## src/rtl/lsdp_pkg.sv

```systemverilog
// Shared types, constants and lookup tables for the line sensor debounce block.
// Used by lsdp_lane, lsdp_merge and line_sensor_debounce_position_core.
package lsdp_pkg;

   localparam int SENSOR_COUNT = 4;

   // Register indexes, decoded from csr_paddr[2]
   localparam logic CSR_FILTER_LENGTH = 1'b0;
   localparam logic CSR_BLACK_IS_HIGH = 1'b1;

   localparam logic [3:0] FILTER_LENGTH_RESET = 4'd3;
   localparam logic       BLACK_IS_HIGH_RESET = 1'b1;

   localparam logic [SENSOR_COUNT-1:0] ALL_BLACK_PATTERN = 4'hF;
   localparam logic [SENSOR_COUNT-1:0] ALL_WHITE_PATTERN = 4'h0;

   // Configuration seen by every lane
   typedef struct packed {
      logic [3:0] filter_length;
      logic       black_is_high;
   } lsdp_cfg_type;

   // One result as produced by the merging stage
   typedef struct packed {
      logic              all_black;
      logic              all_white;
      logic              on_line;
      logic signed [2:0] line_error;
      logic [3:0]        filtered_bits;
   } lsdp_result_type;

   // Average weight of the set bits (weights -3,-1,+1,+3 from bit 3 down to
   // bit 0), truncated toward zero, indexed by the filtered pattern.
   localparam logic signed [2:0] LINE_ERROR_TABLE [16] = '{
      3'sd0,  3'sd3,  3'sd1,  3'sd2,
      -3'sd1, 3'sd1,  3'sd0,  3'sd1,
      -3'sd3, 3'sd0,  -3'sd1, 3'sd0,
      -3'sd2, 3'sd0,  -3'sd1, 3'sd0
   };

endpackage

```

## src/rtl/lsdp_lane.sv

```systemverilog
// One sensor lane: polarity correction, saturating integrator and hysteresis bit.
// Depends on lsdp_pkg for the configuration struct.
module lsdp_lane (
   input  logic                  clock,
   input  logic                  reset,
   input  logic                  enable,
   input  logic                  sensor_level,
   input  lsdp_pkg::lsdp_cfg_type cfg,
   output logic                  filtered_bit
);
   import lsdp_pkg::*;

   logic [3:0] count_ff, count_in;
   logic       filt_ff, filt_in;
   logic       on_black;

   // A sample is black when its level matches the configured polarity.
   assign on_black = cfg.black_is_high ? sensor_level : ~sensor_level;

   // Count toward the top on black, toward zero on white, then apply hysteresis.
   always_comb begin
      count_in = count_ff;
      filt_in  = filt_ff;
      if (on_black) begin
         if (count_ff < cfg.filter_length) begin
            count_in = count_ff + 4'd1;
         end
         if (count_in >= cfg.filter_length) begin
            filt_in = 1'b1;
         end
      end else begin
         if (count_ff != 4'd0) begin
            count_in = count_ff - 4'd1;
         end
         if (count_in == 4'd0) begin
            filt_in = 1'b0;
         end
      end
   end

   always_ff @(posedge clock) begin
      if (reset) begin
         count_ff <= 4'd0;
         filt_ff  <= 1'b0;
      end else if (enable) begin
         count_ff <= count_in;
         filt_ff  <= filt_in;
      end
   end

   // The merging stage sees the bit as it will be after this request.
   assign filtered_bit = enable ? filt_in : filt_ff;

endmodule

```

## src/rtl/lsdp_merge.sv

```systemverilog
// Merging stage: combines the lane bits into flags and the weighted line error.
// Depends on lsdp_pkg for the result struct, patterns and the error table.
module lsdp_merge (
   input  logic [lsdp_pkg::SENSOR_COUNT-1:0] lane_bits,
   output lsdp_pkg::lsdp_result_type         result
);
   import lsdp_pkg::*;

   // The error table already folds in the zero answer for no active sensor.
   always_comb begin
      result.filtered_bits = lane_bits;
      result.line_error    = LINE_ERROR_TABLE[lane_bits];
      result.on_line       = (lane_bits != ALL_WHITE_PATTERN);
      result.all_white     = (lane_bits == ALL_WHITE_PATTERN);
      result.all_black     = (lane_bits == ALL_BLACK_PATTERN);
   end

endmodule

```

## src/rtl/line_sensor_debounce_position_core.sv

```systemverilog
// Top level of the line sensor debounce and position block.
// Depends on lsdp_pkg, lsdp_lane and lsdp_merge.

// The block takes one 4-bit sensor sample per request and returns one result per
// request, in the cycle after acceptance; it sustains one request per clock cycle
// while results are taken, as the four sensor lanes each update their integrator
// per request and the merging stage is a small lookup. The output register
// decouples the sides: a new request is accepted while the previous result is
// being taken. The filter length and polarity registers are written over the
// APB-style port and should only be changed while no result is pending.
module line_sensor_debounce_position_core (
   input  logic        clock,
   input  logic        reset,
   // request channel
   input  logic        req_tvalid,
   output logic        req_tready,
   input  logic [7:0]  req_tdata,   // [3:0] raw_levels, [7:4] zero
   // result channel
   output logic        rsp_tvalid,
   input  logic        rsp_tready,
   output logic [15:0] rsp_tdata,   // [3:0] filtered_bits, [6:4] line_error,
                                    // [7] on_line, [8] all_white, [9] all_black,
                                    // [15:10] zero
   // configuration port
   input  logic        csr_psel,
   input  logic        csr_penable,
   input  logic        csr_pwrite,
   input  logic [2:0]  csr_paddr,
   input  logic [31:0] csr_pwdata,
   output logic [31:0] csr_prdata,
   output logic        csr_pready
);
   import lsdp_pkg::*;

   lsdp_cfg_type                cfg_ff;
   logic                        csr_write;
   logic                        req_accept;
   logic [SENSOR_COUNT-1:0]     lane_bits;
   lsdp_result_type             merged;
   lsdp_result_type             rsp_ff;
   logic                        rsp_valid_ff, rsp_valid_in;

   // Configuration registers
   assign csr_pready = 1'b1;
   assign csr_write  = csr_psel && csr_penable && csr_pwrite && csr_pready;

   always_ff @(posedge clock) begin
      if (reset) begin
         cfg_ff.filter_length <= FILTER_LENGTH_RESET;
         cfg_ff.black_is_high <= BLACK_IS_HIGH_RESET;
      end else if (csr_write) begin
         case (csr_paddr[2])
            CSR_FILTER_LENGTH: cfg_ff.filter_length <= csr_pwdata[3:0];
            CSR_BLACK_IS_HIGH: cfg_ff.black_is_high <= csr_pwdata[0];
            default: ;
         endcase
      end
   end

   // Read back the selected register.
   always_comb begin
      case (csr_paddr[2])
         CSR_FILTER_LENGTH: csr_prdata = {28'd0, cfg_ff.filter_length};
         CSR_BLACK_IS_HIGH: csr_prdata = {31'd0, cfg_ff.black_is_high};
         default:           csr_prdata = 32'd0;
      endcase
   end

   // Accept a request whenever the output register is free or being emptied.
   assign req_tready = !rsp_valid_ff || rsp_tready;
   assign req_accept = req_tvalid && req_tready;

   // One lane per sensor
   for (genvar i = 0; i < SENSOR_COUNT; i++) begin : g_lane
      lsdp_lane u_lane (
         .clock        (clock),
         .reset        (reset),
         .enable       (req_accept),
         .sensor_level (req_tdata[i]),
         .cfg          (cfg_ff),
         .filtered_bit (lane_bits[i])
      );
   end

   lsdp_merge u_merge (
      .lane_bits (lane_bits),
      .result    (merged)
   );

   // Output register
   always_comb begin
      rsp_valid_in = rsp_valid_ff;
      if (req_accept) begin
         rsp_valid_in = 1'b1;
      end else if (rsp_tready) begin
         rsp_valid_in = 1'b0;
      end
   end

   always_ff @(posedge clock) begin
      if (reset) begin
         rsp_valid_ff <= 1'b0;
      end else begin
         rsp_valid_ff <= rsp_valid_in;
      end
   end

   always_ff @(posedge clock) begin
      if (req_accept) begin
         rsp_ff <= merged;
      end
   end

   assign rsp_tvalid = rsp_valid_ff;
   assign rsp_tdata  = {6'd0, rsp_ff.all_black, rsp_ff.all_white, rsp_ff.on_line,
                        rsp_ff.line_error, rsp_ff.filtered_bits};

   // An accepted request always leaves a result waiting in the next cycle.
   a_accept_gives_result: assert property (@(posedge clock) disable iff (reset)
      req_accept |=> rsp_valid_ff)
      else $error("accepted request produced no result");

   // The filtered state moves only when a request is accepted; the lane bits
   // already show the next state in a cycle that accepts one.
   a_state_holds: assert property (@(posedge clock) disable iff (reset)
      !req_accept |=> (req_accept || $stable(lane_bits)))
      else $error("filtered bits changed without a request");

   // All sensors black is a centered line.
   a_all_black_centered: assert property (@(posedge clock) disable iff (reset)
      (rsp_valid_ff && rsp_ff.all_black) |-> (rsp_ff.line_error == 3'sd0))
      else $error("all black result with nonzero line error");

   // A result never overwrites one that is still waiting.
   a_no_overwrite: assert property (@(posedge clock) disable iff (reset)
      (rsp_valid_ff && !rsp_tready) |-> !req_tready)
      else $error("request accepted while result stalled");

endmodule
```

## config.mk

```make
export PLATFORM = sky130hd
export DESIGN_NAME = line_sensor_debounce_position_core
export DESIGN_NICKNAME = d
export VERILOG_FILES = /design/src/rtl/lsdp_pkg.sv /design/src/rtl/lsdp_lane.sv /design/src/rtl/lsdp_merge.sv /design/src/rtl/line_sensor_debounce_position_core.sv
export SDC_FILE = /design/constraint.sdc
export NUM_CORES = 1
export LEC_CHECK = 0
export ABC_AREA = 1
export CAP_MARGIN = 20
export CELL_PAD_IN_SITES_DETAIL_PLACEMENT = 0
export CELL_PAD_IN_SITES_GLOBAL_PLACEMENT = 1
export CORE_AREA = 4 4 130 70
export CTS_BUF_LIST = sky130_fd_sc_hd__clkbuf_16
export CTS_CLUSTER_DIAMETER = 80
export DETAILED_ROUTE_END_ITERATION = 10
export DIE_AREA = 0 0 134 74
export DONT_BUFFER_PORTS = 1
export GPL_TIMING_DRIVEN = 0
export PLACE_DENSITY_LB_ADDON = 0.12
export SLEW_MARGIN = 5
export SYNTH_ARGS = -nofsm -noshare
export SYNTH_HDL_FRONTEND = slang
export SYNTH_SLANG_ARGS = --single-unit
```

## constraint.sdc

```tcl
create_clock -name clock -period 3.74 [get_ports clock]
set_input_delay 0.374 -clock clock [delete_from_list [all_inputs] [get_ports clock]]
set_output_delay 0.374 -clock clock [all_outputs]
set_load 0.01 [all_outputs]
```

Yosys cells after proc, flatten, opt, wreduce, memory -nomap -nowiden
Memory sizes are Yosys's and may differ from the RTL's. A register that Yosys moved wholly into a read port is not among the register bits.
Index checks and enable logic that the tools add are counted.
Cells by class
  $add $sub $neg: 8
  $lt $le $gt $ge: 8
  eq/ne operators: 1
  multiplexer cells: 43
  bitwise gates (word level): 6
  reductions and logical operators: 18
Operator list (count)
  $mux W4: 20
  $pmux W32 S2: 1
  $mux W1: 22
  $logic_not A4 Y1: 5
  $reduce_bool A4 Y1: 5
  $add A4 B1 Y4 const B: 4
  $ge A4 B4 Y1: 4
  $lt A4 B4 Y1: 4
  $sub A4 B1 Y4 const B: 4
  $not A1 Y1: 5
  $not A4 Y5: 1
  $eq A4 B4 Y1 const B: 1
  $reduce_and A2 Y1: 2
  $logic_and A1 B1 Y1: 3
  $reduce_bool A2 Y1: 1
  $logic_not A1 Y1: 1
  $logic_or A1 B1 Y1: 1
Storage, ports and cells
  flip-flop bits (word level): 33
  ROM bits: 48
  bits of input ports: 50
  word-level logic and storage cells: 100
  memories kept: 1
Memories
  (name not given): words 16, width 3, read ports 1, clocked after memory_dff 1, wr ports 0, line lsdp_merge.sv:12  | result.line_error = LINE_ERROR_TABLE[lane_bits];

Logic depth before layout (Yosys ltp)
  word-level depth: 8
  gate-level depth with buffers: 22
  mapped depth without buffers: 22

Modules after synthesis
Synthesis repeated with hierarchy kept, for this count alone.
Second synthesis, totals
  cell total of the unflattened synthesis: 551
  area, all modules: 3794.9 um^2
By module, submodules not included
  lsdp_lane: times used 4, cells each 105, area each 673.1 um^2, seq. area each 100.1 um^2
  line_sensor_debounce_position_core: times used 1, cells each 94, area each 867.1 um^2, seq. area each 420.4 um^2
  lsdp_merge: times used 1, cells each 37, area each 235.2 um^2, seq. area each 0.0 um^2

Worst setup path after synthesis
Ideal clock, no wire load.
  kind: register -> register
  start: reg cfg_ff[2] in the netlist's numbering
  end: reg rsp_tdata[4] (netlist name)
  setup time: 0.252 ns
  arrival: 2.596 ns
  required time: 3.488 ns
  slack: 0.891 ns
  stages on the path, launching flop included: 21
  clock period less this slack: 2.849 ns
  path through: dfxtp_1 > inv_1 > ha_1 > o21ai_0 > nand2_1 > nand3_1 > nand2_1 > o21ai_0 > inv_1 > ha_1 > a21oi_1 > o211ai_1 > nand3_1 > nand2_1 > o21ai_2 > inv_1 > ha_1 > inv_1 > nand2_1 > nand3_1 > nand2_1
On the way
  word-level cells in the longest chain between the ends: 8
  elaborated cells on any way between the ends: 29
  classes of those cells: order compare (8); mux (20); bitwise (1)
RTL lines
  start, declared: line line_sensor_debounce_position_core.sv:35  | lsdp_cfg_type cfg_ff;
  $lt A4 B4 Y1: line lsdp_lane.sv:25  | if (count_ff < cfg.filter_length) begin
  $mux W4: line lsdp_lane.sv:25
  $mux W4: line lsdp_lane.sv:24  | if (on_black) begin
  $ge A4 B4 Y1 *: line lsdp_lane.sv:28  | if (count_in >= cfg.filter_length) begin
  $mux W1 *: line lsdp_lane.sv:28
  $mux W1 *: line lsdp_lane.sv:24
  $mux W1 *: line lsdp_lane.sv:52  | assign filtered_bit = enable ? filt_in : filt_ff;
  named net g_lane[1].u_lane.filtered_bit: line lsdp_lane.sv:9  | output logic filtered_bit
  $not A4 Y5 (not written as such) *: line lsdp_merge.sv:12
The timed path passes the listed nets; every way through them passes the cells marked *. The select of a mux whose other input is x is not followed.
A chain may end at the register's enable or synchronous reset.

Worst setup path in the final report
  start: reg cfg_ff[2] in the netlist's numbering
  end: reg rsp_tdata[4] (netlist name)
On the way
  word-level cells in the longest chain between the ends: 8
  elaborated cells on any way between the ends: 29
  classes of those cells: order compare (8); mux (20); bitwise (1)
RTL lines (line)
  $lt A4 B4 Y1: lsdp_lane.sv:25
  $mux W4: lsdp_lane.sv:25
  $mux W4: lsdp_lane.sv:24
  $ge A4 B4 Y1: lsdp_lane.sv:28
  $mux W1: lsdp_lane.sv:28
  $mux W1: lsdp_lane.sv:24
  $mux W1: lsdp_lane.sv:52
  $not A4 Y5 (not written as such) *: lsdp_merge.sv:12
Every way passes the cells marked *; elsewhere a longest branch is shown, timed or not. The select of a mux whose other input is x is not followed.

==> flow_metrics.py <==
metrics = {
    "run_status": {
        "run_status": "completed",
    },
    "clocking": {
        "ctsHoldBuffers": 0,
        "cts_buffers": 5,
        "cts_tree": "yes",
        "clock-sinks": 36,
        "cts_resized": 0,
        "insertion_delay_ns": 0.28,
        "cts_root_buffer": "clkbuf_16",
        "cts_setup_buffers": 0,
        "cts_max_path_buffers": 2,
        "clk_pin_slew_ns": 0.06,
        "h-tree-depth": 2,
    },
    "final_layout": {
        "num-nets-final": 654,
        "finalNonFillerCells": 676,
        "postLayoutCellArea_um2": 3890,
        "fill_cells": 809,
        "layout-drive-gt1-share_pct": 12.6,
        "antenna_cells": 0,
        "final_core_util_pct": 49.5,
        "syn_to_final_growth_pct": 11.5,
    },
    "synth": {
        "synth-adder-area-share_pct": 14.7,
        "synthCells": 523,
        "synth_compound_area_share_pct": 11.8,
        "synth_top_cell_by_area": "nand2_1",
        "synthMuxAreaShare_pct": 0,
        "synth_top_family_by_area": "simple AND/OR/NAND/NOR gates",
        "synth_seq_cells": 36,
        "synth.distinct_cells": 33,
        "syn_area_per_cell_um2": 6.67,
        "synth_xor_area_share_pct": 3.48,
        "yosys.area_share.simple_pct": 28.6,
        "synth_seq_area_share_pct": 23.5,
        "yosys-top-cells-area": "nand2_1 (16%), dfxtp_1 (15%), ha_1 (15%)",
        "synth_top_area_share_pct": 15.7,
        "synth_area_um2": 3490,
        "yosysWarnings": 0,
    },
    "floorplan": {
        "start_util_pct": 44.4,
        "ioPinCount": 101,
        "row_count": 23,
        "die_w_um": 134,
        "dieHeight_um": 74,
        "core_area_um2": 7860,
        "die_area_um2": 9920,
    },
    "global_routing": {
        "grt_max_degree": 20,
        "grt_pass1_wl_um": 13400,
        "grt_antenna_before_repair": 0,
        "grt_pass1_vias": 2749,
        "grt-ovfl-total": 0,
        "grt_usage_pct": 17.4,
    },
    "placement": {
        "postPlaceCellArea_um2": 3750,
        "numPortBuffers": 0,
        "place_inst": 668,
        "dp_hpwl_um": 6160,
        "gp_congestion": 0.805,
    },
    "sta": {
        "finalClockSkew_ns": 0.00319,
        "post-route-min-period_ns": 3.32,
        "rsz0062_at_grt": "false",
        "fin_crit_sh_pct": 88.8,
        "slew_viol_final": 0,
        "setup_viol": 0,
        "hold_violations": 0,
        "finalSetupTns_ns": 0,
        "fmax_ghz": 0.301,
        "tightestPinTransition_ns": 0.673,
        "slew_headroom_pct": 55.1,
    },
    "detailed_routing": {
        "drtPass1Iterations": 5,
        "drt_wl_total_um": 8140,
        "postRouteAntennaNets": 0,
        "via_count": 3106,
        "vias_per_cell": 4.59,
        "drc": 0,
        "drtIter0Drc": 164,
        "wl_per_cell_um": 12.0,
    },
    "min_path": {
        "whs_path_depth": 2,
        "hold_path_class": "in -> reg",
    },
    "pwr": {
        "p_leak_nw": 2.16,
        "ir_worst_vdd_v": 0.000208,
        "p_per_area_nw_per_um2": 440,
    },
    "setup_path": {
        "path_class": "reg -> reg",
        "ff2ff_setup_slack_ns": 0.42,
        "ff2ff_path_depth": 20,
        "crit_arrival_ns": 3.36,
        "cp-start-kind": "flop",
        "worstPathRequired_ns": 3.78,
        "path_max_fanout": 10,
        "r2r_start": "cfg_ff[2]$_SDFFE_PP1P_",
        "cp-endpoint": "rsp_tdata[4]$_DFFE_PP_",
        "timing.rr.end": "rsp_tdata[4]$_DFFE_PP_",
        "critPathLaunch": "cfg_ff[2]$_SDFFE_PP1P_",
        "critPathCaptureType": "flop",
    },
    "flow_run": {
        "maxCapViolations": 0,
    },
}
Yosys cell counts, drive strengths merged:
cell type / n
and2: 4
nand2: 155
o211ai: 1
conb: 2
xor2: 13
inv: 83
buf: 38
o21ai: 34
ha: 41
nand3: 34
nor2: 27
clkbuf: 5
nand4: 8
a311o: 1
nor3: 2
dfxtp: 26
a21oi: 38
o21bai: 1
edfxtp: 10
cell type report:
cell class	count	area, um2	share of cell area, %
plain buffers	43	302	7.76
clock buffers	5	125	3.22
clock inverters	3	12.5	0.322
inverters	83	314	8.08
multi-input cells	394	2170	55.9
flip-flops and latches	36	821	21.1
well taps	112	140	3.60
metrics by stage:
stage	setup slack [ns]	total power (W)	hold slack [ns]
3_3_place_gp	0.413	0.00131	0.514
5_1_grt	0.0142	0.00189	0.224
2_1_floorplan	0.891	0.00116	0.497
3_5_place_dp	0.382	0.00131	0.510
6_report	0.420	0.00171	0.217
4_1_cts	0.369	0.00173	0.214
how the worst min path moves through the flow:
stage / end / from / slack, ns
detailed placement: cfg_ff[1]$_SDFFE_PP1P_ / csr_pwdata[0] / 0.51
global placement: cfg_ff[2]$_SDFFE_PP1P_ / csr_pwdata[1] / 0.51
global route: cfg_ff[2]$_SDFFE_PP1P_ / csr_pwdata[1] / 0.22
finish: cfg_ff[1]$_SDFFE_PP1P_ / csr_pwdata[0] / 0.22
floorplan: g_lane[3].u_lane.count_ff[0]$_SDFFE_PP0P_ / g_lane[3].u_lane.count_ff[0]$_SDFFE_PP0P_ / 0.50
CTS: cfg_ff[1]$_SDFFE_PP1P_ / csr_pwdata[0] / 0.21
state kept, by name, summed over array words and instances, names as in the netlist:
name	flops
rsp_tvalid	1
cfg_ff	5
g_lane.u_lane.filt_ff	4
rsp_tdata	10
g_lane.u_lane.count_ff	16
critical path: stages (launching register included):
cell,delay [ns]
dfxtp_1,0.30
inv_1,0.34
ha_1,0.31
o21ai_0,0.07
nand2_1,0.06
nand3_1,0.06
nand2_1,0.15
o21ai_0,0.29
inv_1,0.08
ha_1,0.29
nand2_1,0.07
inv_1,0.04
o21ai_0,0.07
nand3_1,0.10
nand2_1,0.16
inv_1,0.09
a21oi_4,0.21
ha_1,0.18
nand2_1,0.05
nand3_1,0.08
nand2_1,0.05
power by group:
part	switching [W]	internal, W	total, W
logic	0.000470	0.000287	0.000757
registers	0.0000696	0.000477	0.000547
clock network	0.000166	0.000241	0.000406
total	0.000705	0.00101	0.00171
layout by cell type, fill, tap and decap left out, types with 3 or more instances in the layout:
master	count
dfxtp_1	26
inv_2	9
clkbuf_1	5
inv_1	75
clkbuf_16	5
nand4_1	8
xor2_1	12
nand2_2	6
ha_1	41
nand2_1	146
nand2_4	3
nor2_2	3
conb_1	35
buf_4	35
nor2_1	23
and2_1	4
edfxtp_1	10
o21ai_1	3
a21oi_1	36
o21ai_0	30
nand3_1	33
routing by layer:
metal | up-vias | track usage (%) | wire length (um)
met1 | 1342 | 24.1 | 4320
met3 | 6 | 3.92 | 368
met5 | - | 0 | 0
met2 | 83 | 27.8 | 3350
li1 | 1675 | - | -
met4 | 0 | 4.45 | 101
cell families after synthesis:
group / after synthesis
DFF: 36
other: 2
xor gates and xnor gates: 13
adders and majority gates: 41
and+or+nand+nor: 230
AOI/OAI and AO/OA: 75
buffers and inverters: 126
Note: power is estimated with default switching activity, not from simulation.
